### config.mk
export PLATFORM = sky130hd
export DESIGN_NAME = multi_channel_servo_pulse_generator_unit
export DESIGN_NICKNAME = d
export VERILOG_FILES = /design/src/rtl/mcspg_pkg.sv /design/src/rtl/mcspg_target.sv /design/src/rtl/multi_channel_servo_pulse_generator_unit.sv
export SDC_FILE = /design/constraint.sdc
export NUM_CORES = 2
export LEC_CHECK = 0
export BUFFER_PORTS_ARGS = -buffer_cell sky130_fd_sc_hd__buf_2
export CAP_MARGIN = 20
export CORE_UTILIZATION = 59
export DETAILED_ROUTE_END_ITERATION = 10
export GPL_TIMING_DRIVEN = 1
export PLACE_DENSITY = 0.83
export SKIP_CTS_REPAIR_TIMING = 1
export SLEW_MARGIN = 20
export SYNTH_ARGS = -nofsm -noshare
export SYNTH_HDL_FRONTEND = slang
export SYNTH_SLANG_ARGS = --single-unit
### constraint.sdc
create_clock -name clk -period 20.2 [get_ports clk]
set_input_delay 3.03 -clock clk [delete_from_list [all_inputs] [get_ports clk]]
set_output_delay 3.03 -clock clk [all_outputs]
set_load 0.005 [all_outputs]
### src/rtl/mcspg_pkg.sv
// Package for the multi-channel servo pulse generator.
// Shared widths, codes, request/result structs and the start-length helper.
// No dependencies.
`default_nettype none

package mcspg_pkg;

    // Number of servo channels (1 to 8)
    localparam int CHANNELS = 3;

    // Field widths
    localparam int TICK_W  = 28;
    localparam int FRAME_W = 32;
    localparam int POS_W   = 11;
    localparam int CH_W    = 3;
    localparam int CMD_W   = 2;
    localparam int PINS_W  = 3;
    localparam int CIDX_W  = 3;

    localparam logic [TICK_W-1:0] TICK_MAX = {TICK_W{1'b1}};

    // Register reset values
    localparam logic [TICK_W-1:0] RST_DELAY    = 28'd250000000;
    localparam logic [TICK_W-1:0] RST_STAGGER  = 28'd524800;
    localparam logic [TICK_W-1:0] RST_INTERVAL = 28'd2500000;
    localparam logic [TICK_W-1:0] RST_MIN      = 28'd112500;
    localparam logic [TICK_W-1:0] RST_CENTER   = 28'd187500;
    localparam logic [TICK_W-1:0] RST_MAX      = 28'd262400;

    // Request commands
    typedef enum logic [CMD_W-1:0] {
        CMD_TICK = 2'd0,
        CMD_RAW  = 2'd1,
        CMD_NORM = 2'd2
    } cmd_t;

    // Configuration register indexes
    typedef enum logic [CIDX_W-1:0] {
        REG_START_DELAY    = 3'd0,
        REG_START_STAGGER  = 3'd1,
        REG_FRAME_INTERVAL = 3'd2,
        REG_PULSE_MIN      = 3'd3,
        REG_PULSE_CENTER   = 3'd4,
        REG_PULSE_MAX      = 3'd5
    } cfg_reg_t;

    // Channel phases
    typedef enum logic [1:0] {
        PH_PULSE = 2'd0,
        PH_WAIT  = 2'd1,
        PH_START = 2'd2
    } phase_t;

    // Incoming request
    typedef struct packed {
        cmd_t              cmd;
        logic [CH_W-1:0]   ch;
        logic [POS_W-1:0]  position;
    } req_t;

    // Request leaving the target pipeline, ready for execution
    typedef struct packed {
        logic              valid;
        cmd_t              cmd;
        logic [CH_W-1:0]   ch;
        logic [TICK_W-1:0] target;
    } tgt_t;

    // Start length of a channel: delay + stagger * index, saturated
    function automatic logic [TICK_W-1:0] start_len(
        input logic [TICK_W-1:0] delay,
        input logic [TICK_W-1:0] stagger,
        input logic [CH_W-1:0]   idx
    );
        logic [TICK_W+CH_W:0] sum;
        sum = (TICK_W+CH_W+1)'(delay) + (TICK_W+CH_W+1)'(stagger) * (TICK_W+CH_W+1)'(idx);
        if (sum > (TICK_W+CH_W+1)'(TICK_MAX))
            return TICK_MAX;
        return sum[TICK_W-1:0];
    endfunction

endpackage

`default_nettype wire

### src/rtl/mcspg_target.sv
// Target-width pipeline: raw and normalized position to pulse width.
// Normalized floor division by 1000 uses a split reciprocal multiply.
// Depends on mcspg_pkg.
`default_nettype none

module mcspg_target (
    input  wire logic                           clk,
    input  wire logic                           rst_n,
    input  wire logic                           adv,
    input  wire logic                           in_valid,
    input  wire mcspg_pkg::req_t                in_req,
    input  wire logic [mcspg_pkg::TICK_W-1:0]   pulse_min,
    input  wire logic [mcspg_pkg::TICK_W-1:0]   pulse_center,
    input  wire logic [mcspg_pkg::TICK_W-1:0]   pulse_max,
    output mcspg_pkg::tgt_t                     out
);

    // floor(2^38 / 1000); error of the estimate is at most one
    localparam logic [28:0] RECIP = 29'((64'd1 << 38) / 64'd1000);

    typedef struct packed {
        mcspg_pkg::cmd_t                 cmd;
        logic [mcspg_pkg::CH_W-1:0]      ch;
        logic [mcspg_pkg::TICK_W-1:0]    raw_t;
        logic                            lo;
        logic                            hi;
        logic                            neg;
    } ctl_t;

    // Stage valids
    logic v0_reg, v1_reg, v2_reg, v3_reg, v4_reg, v5_reg, v6_reg;

    // Stage payloads
    mcspg_pkg::req_t                 req0_reg;
    ctl_t                            ctl1_reg, ctl2_reg, ctl3_reg, ctl4_reg, ctl5_reg;
    logic [36:0]                     a1_reg;
    logic [37:0]                     x2_reg, x3_reg, x4_reg;
    logic [47:0]                     ph3_reg, pl3_reg;
    logic [28:0]                     qe4_reg, q5_reg;
    mcspg_pkg::tgt_t                 out_reg;

    // Stage 0 logic: offset, raw target, magnitude product
    logic signed [11:0]              d;
    logic [11:0]                     neg_d;
    logic [10:0]                     abs_d;
    logic signed [30:0]              raw_w;
    logic signed [28:0]              rng;
    logic [28:0]                     neg_rng;
    logic [27:0]                     abs_r;
    logic [38:0]                     prod;
    ctl_t                            ctl0;

    always_comb
    begin
        d       = $signed({1'b0, req0_reg.position}) - 12'sd1024;
        neg_d   = -d;
        abs_d   = d[11] ? neg_d[10:0] : d[10:0];
        raw_w   = 31'(d) * 31'sd60 + $signed({3'b0, pulse_center});
        rng     = $signed({1'b0, pulse_max}) - $signed({1'b0, pulse_min});
        neg_rng = -rng;
        abs_r   = rng[28] ? neg_rng[27:0] : rng[27:0];
        prod    = 39'(abs_d) * 39'(abs_r);

        ctl0.cmd = req0_reg.cmd;
        ctl0.ch  = req0_reg.ch;
        if (raw_w <= $signed({3'b0, pulse_min}))
            ctl0.raw_t = pulse_min;
        else if (raw_w >= $signed({3'b0, pulse_max}))
            ctl0.raw_t = pulse_max;
        else
            ctl0.raw_t = raw_w[27:0];
        ctl0.lo  = (d <= -12'sd500);
        ctl0.hi  = (d >= 12'sd500);
        ctl0.neg = d[11] ^ rng[28];
    end

    // Stage 1: round toward minus infinity for negative products
    logic [37:0] x1;
    assign x1 = {1'b0, a1_reg} + (ctl1_reg.neg ? 38'd999 : 38'd0);

    // Stage 2: partial products of the reciprocal
    logic [47:0] ph2, pl2;
    assign ph2 = 48'(x2_reg[37:19]) * 48'(RECIP);
    assign pl2 = 48'(x2_reg[18:0]) * 48'(RECIP);

    // Stage 3: sum and scale to the quotient estimate
    logic [66:0] sum3;
    assign sum3 = {ph3_reg, 19'b0} + 67'(pl3_reg);

    // Stage 4: one correction step
    logic [38:0] rem4;
    logic [28:0] q4;
    always_comb
    begin
        rem4 = 39'(x4_reg) - 39'(qe4_reg) * 39'd1000;
        q4   = qe4_reg + ((rem4 >= 39'd1000) ? 29'd1 : 29'd0);
    end

    // Stage 5: apply sign, clamp and select the final target
    logic signed [30:0]              norm_w;
    logic [mcspg_pkg::TICK_W-1:0]    norm_t;
    mcspg_pkg::tgt_t                 out_next;
    always_comb
    begin
        norm_w = ctl5_reg.neg ? $signed({3'b0, pulse_center}) - $signed({2'b0, q5_reg})
                              : $signed({3'b0, pulse_center}) + $signed({2'b0, q5_reg});
        if (ctl5_reg.lo)
            norm_t = pulse_min;
        else if (ctl5_reg.hi)
            norm_t = pulse_max;
        else if (norm_w < 31'sd0)
            norm_t = '0;
        else if (norm_w > $signed({3'b0, mcspg_pkg::TICK_MAX}))
            norm_t = mcspg_pkg::TICK_MAX;
        else
            norm_t = norm_w[27:0];

        out_next.valid  = v5_reg;
        out_next.cmd    = ctl5_reg.cmd;
        out_next.ch     = ctl5_reg.ch;
        out_next.target = (ctl5_reg.cmd == mcspg_pkg::CMD_RAW) ? ctl5_reg.raw_t : norm_t;
    end

    // Valid chain
    always_ff @(posedge clk or negedge rst_n)
    begin
        if (!rst_n)
        begin
            v0_reg <= 1'b0;
            v1_reg <= 1'b0;
            v2_reg <= 1'b0;
            v3_reg <= 1'b0;
            v4_reg <= 1'b0;
            v5_reg <= 1'b0;
            v6_reg <= 1'b0;
        end
        else if (adv)
        begin
            v0_reg <= in_valid;
            v1_reg <= v0_reg;
            v2_reg <= v1_reg;
            v3_reg <= v2_reg;
            v4_reg <= v3_reg;
            v5_reg <= v4_reg;
            v6_reg <= v5_reg;
        end
    end

    // Payload chain
    always_ff @(posedge clk)
    begin
        if (adv)
        begin
            req0_reg <= in_req;
            ctl1_reg <= ctl0;
            a1_reg   <= prod[36:0];
            ctl2_reg <= ctl1_reg;
            x2_reg   <= x1;
            ctl3_reg <= ctl2_reg;
            x3_reg   <= x2_reg;
            ph3_reg  <= ph2;
            pl3_reg  <= pl2;
            ctl4_reg <= ctl3_reg;
            x4_reg   <= x3_reg;
            qe4_reg  <= sum3[66:38];
            ctl5_reg <= ctl4_reg;
            q5_reg   <= q4;
            out_reg  <= out_next;
        end
    end

    always_comb
    begin
        out       = out_reg;
        out.valid = v6_reg;
    end

endmodule

`default_nettype wire

### src/rtl/multi_channel_servo_pulse_generator_unit.sv
// Top level of the multi-channel servo pulse generator.
// Holds configuration, channel timers, frame counter and the result register.
// Depends on mcspg_pkg and mcspg_target.
`default_nettype none

// One request enters per clock unless backpressure stalls it, and one result
// leaves per request, in order. A request passes eight registers: seven stages
// of the target pipeline (the reciprocal multiply that divides the normalized
// position product by 1000), the first loaded on the accepting edge, plus the
// result register. Ticks and set commands share that path, so the timers and
// target widths are updated in request order. The output register decouples
// the sides; backpressure on the master side stalls the whole pipeline.
// Configuration writes are taken at any time but are meant for an idle block;
// writing the start delay or stagger reloads every channel still waiting for
// its first frame. No clearing pass follows reset.

module multi_channel_servo_pulse_generator_unit (
    input  wire logic                             clk,
    input  wire logic                             rst_n,
    // Request stream
    input  wire logic                             s_tvalid,
    output logic                                  s_tready,
    input  wire logic [15:0]                      s_tdata,   // [2:0] channel, [13:3] position
    input  wire logic [mcspg_pkg::CMD_W-1:0]      s_tuser,   // [1:0] command
    // Result stream
    output logic                                  m_tvalid,
    input  wire logic                             m_tready,
    output logic [63:0]                           m_tdata,   // [2:0] pin_levels,
                                                             // [3] frame_start,
                                                             // [35:4] frame_count,
                                                             // [63:36] selected_width
    // Configuration write channel
    input  wire logic                             cfg_valid,
    output logic                                  cfg_ready,
    input  wire logic [mcspg_pkg::CIDX_W-1:0]     cfg_index,
    input  wire logic [mcspg_pkg::TICK_W-1:0]     cfg_data
);

    localparam int CH = mcspg_pkg::CHANNELS;

    // Configuration registers
    logic [mcspg_pkg::TICK_W-1:0] start_delay_reg, start_stagger_reg, frame_interval_reg;
    logic [mcspg_pkg::TICK_W-1:0] pulse_min_reg, pulse_center_reg, pulse_max_reg;

    // Channel state
    mcspg_pkg::phase_t            phase_reg   [CH];
    mcspg_pkg::phase_t            phase_next  [CH];
    logic [mcspg_pkg::TICK_W-1:0] count_reg   [CH];
    logic [mcspg_pkg::TICK_W-1:0] count_next  [CH];
    logic [mcspg_pkg::TICK_W-1:0] target_reg  [CH];
    logic [mcspg_pkg::TICK_W-1:0] target_next [CH];
    logic [mcspg_pkg::TICK_W-1:0] latched_reg [CH];
    logic [mcspg_pkg::TICK_W-1:0] latched_next[CH];
    logic [mcspg_pkg::FRAME_W-1:0] frames_reg, frames_next;

    // Result register
    logic        out_valid_reg, out_valid_next;
    logic [63:0] out_data_reg, out_data_next;

    // Pipeline control
    logic            adv, fire, tick_hit, set_hit, ch_ok, cfg_we, reload, frame_hit;
    mcspg_pkg::req_t in_req;
    mcspg_pkg::tgt_t item;
    logic [mcspg_pkg::TICK_W-1:0] new_delay, new_stagger;

    assign adv       = !out_valid_reg || m_tready;
    assign s_tready  = adv;
    assign cfg_ready = 1'b1;
    assign cfg_we    = cfg_valid;

    assign in_req.cmd      = mcspg_pkg::cmd_t'(s_tuser);
    assign in_req.ch       = s_tdata[2:0];
    assign in_req.position = s_tdata[13:3];

    mcspg_target u_target (
        .clk          (clk),
        .rst_n        (rst_n),
        .adv          (adv),
        .in_valid     (s_tvalid),
        .in_req       (in_req),
        .pulse_min    (pulse_min_reg),
        .pulse_center (pulse_center_reg),
        .pulse_max    (pulse_max_reg),
        .out          (item)
    );

    assign fire     = adv && item.valid;
    assign ch_ok    = ({1'b0, item.ch} < 4'(CH));
    assign tick_hit = fire && (item.cmd == mcspg_pkg::CMD_TICK);
    assign set_hit  = fire && ch_ok &&
                      ((item.cmd == mcspg_pkg::CMD_RAW) || (item.cmd == mcspg_pkg::CMD_NORM));

    // Start-length reload uses the value being written
    assign new_delay   = (cfg_we && cfg_index == mcspg_pkg::REG_START_DELAY)
                         ? cfg_data : start_delay_reg;
    assign new_stagger = (cfg_we && cfg_index == mcspg_pkg::REG_START_STAGGER)
                         ? cfg_data : start_stagger_reg;
    assign reload      = cfg_we && ((cfg_index == mcspg_pkg::REG_START_DELAY) ||
                                    (cfg_index == mcspg_pkg::REG_START_STAGGER));

    // Channel timers and target updates
    always_comb
    begin
        frame_hit = 1'b0;
        for (int c = 0; c < CH; c++)
        begin
            phase_next[c]   = phase_reg[c];
            count_next[c]   = count_reg[c];
            target_next[c]  = target_reg[c];
            latched_next[c] = latched_reg[c];
            if (tick_hit)
            begin
                if (count_reg[c] > 28'd1)
                    count_next[c] = count_reg[c] - 28'd1;
                else if (phase_reg[c] == mcspg_pkg::PH_WAIT)
                begin
                    // pulse start latches the target
                    latched_next[c] = target_reg[c];
                    count_next[c]   = target_reg[c];
                    phase_next[c]   = mcspg_pkg::PH_PULSE;
                end
                else
                begin
                    // wait start: rest of the frame, at least one tick
                    count_next[c] = (frame_interval_reg > latched_reg[c])
                                    ? frame_interval_reg - latched_reg[c] : '0;
                    phase_next[c] = mcspg_pkg::PH_WAIT;
                    if (c == 0)
                        frame_hit = 1'b1;
                end
            end
            if (set_hit && item.ch == 3'(c))
                target_next[c] = item.target;
            if (reload && phase_reg[c] == mcspg_pkg::PH_START)
                count_next[c] = mcspg_pkg::start_len(new_delay, new_stagger, 3'(c));
        end
        frames_next = frames_reg + (frame_hit ? 32'd1 : 32'd0);
    end

    // Result assembly
    logic [mcspg_pkg::PINS_W-1:0] pins;
    logic [mcspg_pkg::TICK_W-1:0] sel_width;
    always_comb
    begin
        pins      = '0;
        sel_width = '0;
        for (int c = 0; c < CH; c++)
        begin
            if (c < mcspg_pkg::PINS_W && phase_next[c] == mcspg_pkg::PH_PULSE)
                pins[c] = 1'b1;
            if (ch_ok && item.ch == 3'(c))
                sel_width = target_next[c];
        end
        out_data_next = {sel_width, frames_next, frame_hit, pins};
        if (fire)
            out_valid_next = 1'b1;
        else if (adv)
            out_valid_next = 1'b0;
        else
            out_valid_next = out_valid_reg;
    end

    // Configuration registers
    always_ff @(posedge clk or negedge rst_n)
    begin
        if (!rst_n)
        begin
            start_delay_reg    <= mcspg_pkg::RST_DELAY;
            start_stagger_reg  <= mcspg_pkg::RST_STAGGER;
            frame_interval_reg <= mcspg_pkg::RST_INTERVAL;
            pulse_min_reg      <= mcspg_pkg::RST_MIN;
            pulse_center_reg   <= mcspg_pkg::RST_CENTER;
            pulse_max_reg      <= mcspg_pkg::RST_MAX;
        end
        else if (cfg_we)
        begin
            unique case (mcspg_pkg::cfg_reg_t'(cfg_index))
                mcspg_pkg::REG_START_DELAY:    start_delay_reg    <= cfg_data;
                mcspg_pkg::REG_START_STAGGER:  start_stagger_reg  <= cfg_data;
                mcspg_pkg::REG_FRAME_INTERVAL: frame_interval_reg <= cfg_data;
                mcspg_pkg::REG_PULSE_MIN:      pulse_min_reg      <= cfg_data;
                mcspg_pkg::REG_PULSE_CENTER:   pulse_center_reg   <= cfg_data;
                mcspg_pkg::REG_PULSE_MAX:      pulse_max_reg      <= cfg_data;
                default: ;
            endcase
        end
    end

    // Channel state and frame counter
    always_ff @(posedge clk or negedge rst_n)
    begin
        if (!rst_n)
        begin
            for (int c = 0; c < CH; c++)
            begin
                phase_reg[c]   <= mcspg_pkg::PH_START;
                count_reg[c]   <= mcspg_pkg::start_len(mcspg_pkg::RST_DELAY,
                                                       mcspg_pkg::RST_STAGGER, 3'(c));
                target_reg[c]  <= mcspg_pkg::RST_CENTER;
                latched_reg[c] <= '0;
            end
            frames_reg    <= '0;
            out_valid_reg <= 1'b0;
        end
        else
        begin
            for (int c = 0; c < CH; c++)
            begin
                phase_reg[c]   <= phase_next[c];
                count_reg[c]   <= count_next[c];
                target_reg[c]  <= target_next[c];
                latched_reg[c] <= latched_next[c];
            end
            frames_reg    <= frames_next;
            out_valid_reg <= out_valid_next;
        end
    end

    // Result payload
    always_ff @(posedge clk)
    begin
        if (fire)
            out_data_reg <= out_data_next;
    end

    assign m_tvalid = out_valid_reg;
    assign m_tdata  = out_data_reg;

endmodule

`default_nettype wire
### Yosys cells after proc, flatten, opt, wreduce, memory -nomap -nowiden

Index checks and enable logic that the tools add are counted.

| word-level totals | value |
|---|---|
| bits in registers | 1062 |
| bits in latches | 0 |
| memory bits (writable) | 0 |
| memory bits (read-only) | 0 |
| output and inout port bits | 67 |
| memories kept | 0 |

| operators by class | value |
|---|---|
| add/sub/neg operators | 20 |
| multipliers | 5 |
| divide/modulo/power cells | 0 |
| $lt $le $gt $ge | 17 |
| eq/ne operators | 16 |
| shifts and indexed selects | 0 |
| mux-type cells | 65 |
| bitwise operators | 4 |
| reductions and logical operators | 39 |

Operators with widths:

| kind | count |
|---|---|
| $mux 28 | 37 |
| $mul 19x28->47 const B | 2 |
| $gt 28x1->1 const B | 3 |
| $gt 28x28->1 | 3 |
| $sub 28x1->28 const B | 3 |
| $sub 28x28->28 | 3 |
| $add 67x48->67 | 1 |
| $add 28x29->30 | 2 |
| $ge 39x10->1 const B | 1 |
| $sub 38x39->39 | 1 |
| $add 37x38->38 | 1 |
| $mul 11x28->37 | 1 |
| $mul 29x7->36 const B | 1 |
| $add 32x1->32 | 1 |
| $add 31x29->31 | 1 |
| $ge 31x29->1 | 1 |
| $gt 31x29->1 const B | 1 |
| $le 31x29->1 | 1 |
| $lt 31x1->1 const B | 1 |
| $mux 31 | 1 |
| $gt 30x28->1 const B | 1 |
| $sub 28x29->30 | 1 |
| $add 28x28->29 | 1 |
| $add 29x29->29 | 1 |
| 29 further kinds | 96 |

### Longest topological paths before layout

| logic depth | value |
|---|---|
| depth after elaboration | 10 |
| mapped depth | 42 |
| mapped depth without buffers | 40 |

### Hierarchy

From an unflattened synthesis, not the netlist that was laid out.

| unflattened totals | value |
|---|---|
| cells, all modules | 8654 |
| area total of the unflattened synthesis | 88937.8 µm² |

Modules (own cells, without submodules):

| module | times used | cells each | area each (µm²) |
|---|---|---|---|
| mcspg_target | 1 | 5663 | 58169.5 |
| multi_channel_servo_pulse_generator_unit | 1 | 2991 | 30768.3 |

### Worst setup path after synthesis

Ideal clock, no wire load.

| timing | value |
|---|---|
| path kind | input to register |
| start | in m_tready |
| end | reg out_data_reg[46], in the netlist m_tdata[46], data pin |
| data arrival time | 21741 ps |
| required time | 19934 ps |
| slack | -1808 ps |
| stages | 10 |
| path through | nand2b_1 clkbuf_1 and2_1 nand3b_1 nor3_1 clkbuf_1 mux2_2 mux2i_1 o21ai_0 nor2b_1 |

RTL lines:

| element | RTL line | RTL |
|---|---|---|
| from (decl) | multi_channel_servo_pulse_generator_unit.sv:27 | `input wire logic m_tready,` |
| to (signal assigned) | multi_channel_servo_pulse_generator_unit.sv:223 | `out_data_reg <= out_data_next;` |
| to (decl) | multi_channel_servo_pulse_generator_unit.sv:58 | `logic [63:0] out_data_reg, out_data_next;` |

### Worst setup path after layout

| timing | value |
|---|---|
| start | reg pulse_min_reg[8] in the netlist's numbering |
| end | reg u_target.a1_reg[36], data pin |

| between the ends | value |
|---|---|
| longest elaborated chain between the ends | 4 |

Ends and longest elaborated chain:

| element | RTL line | RTL |
|---|---|---|
| from (decl) | multi_channel_servo_pulse_generator_unit.sv:43 | `logic [mcspg_pkg::TICK_W-1:0] pulse_min_reg, pulse_center_reg, pulse_max_reg;` |
| from (signal assigned) | multi_channel_servo_pulse_generator_unit.sv:171 | `pulse_min_reg <= mcspg_pkg::RST_MIN;` |
| from (signal assigned) | multi_channel_servo_pulse_generator_unit.sv:181 | `mcspg_pkg::REG_PULSE_MIN: pulse_min_reg <= cfg_data;` |
| $sub 28x28->29 * | mcspg_target.sv:59 | `rng = $signed({1'b0, pulse_max}) - $signed({1'b0, pulse_min});` |
| $neg 28->28 | mcspg_target.sv:60 | `neg_rng = -rng;` |
| $mux 28 * | mcspg_target.sv:61 | `abs_r = rng[28] ? neg_rng[27:0] : rng[27:0];` |
| $mul 11x28->37 * | mcspg_target.sv:62 | `prod = 39'(abs_d) * 39'(abs_r);` |
| named net u_target.prod[36] | mcspg_target.sv:50 | `logic [38:0] prod;` |
| to (signal assigned) | mcspg_target.sv:156 | `a1_reg <= prod[36:0];` |
| to (decl) | mcspg_target.sv:36 | `logic [36:0] a1_reg;` |

Mark *: on every way through the listed nets, which the timed path passes. The rest lies on a longest branch.
A chain may end at the register's enable or synchronous reset.

==> results.toml <==
[run_status]
status = "complete, no violations"

[clocking]
clk_pin_slew_ns = 0.06
clockBufferDepth = 3
numClockSinks = 1034
cts_buffers = 113
h-tree-depth = 3
cts_tree = "built"
clk_latency_ns = 0.79
cts_root_buf = "clkbuf_16"

[synthesis]
synth.area.mux_share_pct = 5.101
ys.flop_type = "edfxtp_1"
syn_avg_cell_area_sq_um = 10.23
synth_xor_area_share_pct = 4.879
yosys_warnings = 0
synth_top_family_by_area = "adder cells"
synth.net_count = 10332
yosysSeqAreaShare_pct = 32.51
synthAdderAreaFrac_pct = 28.08
synth_edf_count = 568
synth_area_leaders = "edfxtp_1, fa_1, ha_1"
yosys.area.top_type = "edfxtp_1"
syn_inst = 8677
synth_cell_type_count = 107
synth-simple-area-share_pct = 10.29
synth_top_area_share_pct = 19.21
synth-seq-cells = 1034
synth-compound-area-share_pct = 13.12
syn_area_sq_um = 88790
synthArstFlopShare_pct = 45.07

[place]
place_congestion = 1.030
numPortBuffers = 117
dp_hpwl_mm = 204.3

[final_layout]
drive_gt1_share_pct = 10.69
nets = 10413
areaGrowthSynthToFinish_pct = 8.258
fillCellCount = 11636

[drt]
vias_per_cell = 6.142
drt_iter0_drc = 5854
drtPass1Iterations = 7
wl_per_cell_um = 23.94
drt_wl_total_mm = 260.1
drc_errors = 0
postRouteAntennaNets = 0
vias = 66743

[sta]
worst_pin_slew_ns = 1.184
report.final.slew_viol_count = 0
setup_tns_ns = 0
hold_viol = 0
fmax_ghz = 0.09640
timing.final.crit_share_pct = 51.35
rsz0062_at_grt = "false"
slew-limit-headroom_pct = 20.52
fin_crit_ns = 10.37
finalClockSkew_ns = 0.06106
setup_viol = 0

[run]
drv_cap = 0

[die]
fp.dieH_um = 389.9
die_area_sq_um = 152000
die_w_um = 389.9
io_pins = 121
initial_utilization_pct = 59.77
rows = 141
core_sq_um = 148500

[critical_path]
r2r_cells = 36
critPathRequiredTime_ns = 20.71
crit_family = "adder cells"
crit_type = "register to register"
worstPathMaxFanout = 21
critPathCaptureType = "register"
cp-endpoint = "u_target.a1_reg[36]$_DFFE_PN_"
crit_top_cell = "inv_1"
cp_slowest_cell = "xor2_1"
crit_path_start = "pulse_min_reg[8]$_DFFE_PN1P_"
rrSetupSlack_ns = 9.83
worstSetupPathDepth = 36
cp_data_arrival_time_ns = 10.88
reg2reg_to = "u_target.a1_reg[36]$_DFFE_PN_"
worstSetupStartpointType = "register"
r2r-start = "pulse_min_reg[8]$_DFFE_PN1P_"
cpPeakStageDelay_ns = 0.90
cp_num_buf_inv = 7

[grt]
grt_pass1_vias = 68090
grt_pass1_wl_mm = 400.4
antenna_found_initial = 11
globalRouteOverflowTotal = 0
grt_start_max_net_pins = 173
grt_use_total_pct = 34.57

[hold_path]
min_path_type = "register to register"
[final cells by class]
class	instances	area (sq um)	area share [%]
well taps	2002	2505	2.606
repair buffers	206	1318	1.371
diodes	5	12.51	0.01302
flip-flops and latches	1034	28870	30.03
clock inverters	84	1170	1.217
multi-input cells	6229	54880	57.09
clock buffers	132	2963	3.082
inverters	1174	4407	4.585
[worst min-delay path by stage]
stage / from / endpoint / slack (ns) / cells past startpoint
finish: u_target.ctl3_reg[34]$_DFFE_PN_ / u_target.ctl4_reg[34]$_DFFE_PN_ / 0.37 / 0
global route: u_target.ctl3_reg[34]$_DFFE_PN_ / u_target.ctl4_reg[34]$_DFFE_PN_ / 0.40 / 0
CTS: u_target.ctl3_reg[34]$_DFFE_PN_ / u_target.ctl4_reg[34]$_DFFE_PN_ / 0.38 / 0
detailed placement: u_target.ctl0[33]$_DFFE_PN_ / u_target.ctl1_reg[33]$_DFFE_PN_ / 0.40 / 0
global placement: u_target.ctl3_reg[8]$_DFFE_PN_ / u_target.ctl4_reg[8]$_DFFE_PN_ / 0.40 / 0
floorplan: u_target.ctl0[31]$_DFFE_PN_ / u_target.ctl1_reg[31]$_DFFE_PN_ / 0.40 / 0
[synth_stat cells, drive strengths merged (18+ instances only)]
cell type / count
inv: 1173
ha: 948
fa: 653
a21oi: 590
nand2: 590
edfxtp: 568
o21ai: 424
nor2: 418
dfrtp: 345
xnor2: 324
mux2: 316
clkbuf: 210
a21o: 188
nor2b: 168
xor2: 168
nand3: 142
dfstp: 121
nor3: 114
mux2i: 97
nand4: 80
nand2b: 79
o21a: 78
a31oi: 76
a211oi: 65
and3: 57
and2: 46
a221oi: 45
o211ai: 45
o21bai: 44
nor4: 41
or3: 33
buf: 30
o31ai: 28
or2: 27
a21boi: 24
o22ai: 24
a221o: 22
and4: 21
a211o: 19
o2111ai: 19
a22oi: 18
[stage by stage]
stage	util, %	std cells	cell area, sq um	setup WS, ns	hold WS [ns]
6_report	64.71	10866	96120	9.827	0.3689
5_1_grt	64.71	10864	96120	9.344	0.3972
4_1_cts	64.67	10860	96060	9.924	0.3769
3_5_place_dp	61.88	10644	91930	9.979	0.4045
3_3_place_gp	61.88	10644	91920	10.01	0.4004
2_1_floorplan	-	8677	88790	6.234	0.4003
[worst reg2reg max path: cells and delay by family (launching register included)]
kind                       cells  cell delay, ns
buffers and inverters          7            0.63
DFF                            1            0.54
and+or+nand+nor                5            1.20
AOI/OAI and AO/OA             14            3.23
adders and majority gates      7            3.35
xor gates and xnor gates       3            1.16
[metal layers]
metal	share of wire (%)	global-route usage [%]	vias up
met3	7.8	5.962	688
met5	0.017	0	-
met1	40	44.38	32986
li1	-	-	30252
met4	6.8	20.53	6
met2	46	55.03	2811
[placed cells by master (no fill, tap or decap), types with 316 or more instances in the layout]
cell type	n
inv_1	1173
ha_1	948
fa_1	653
a21oi_1	590
nand2_1	587
edfxtp_1	568
nor2_1	417
o21ai_0	409
dfrtp_1	345
mux2_2	316
[cells by family after synthesis]
group,count (synthesis)
and+or+nand+nor,1877
AOI/OAI and AO/OA,1844
DFF,1034
adders and majority gates,1601
muxes,413
other,1
xor gates and xnor gates,493
buffers and inverters,1414
Power is not shown: default switching activity piles up to over one toggle a cycle in this logic, so the estimate is an artifact.
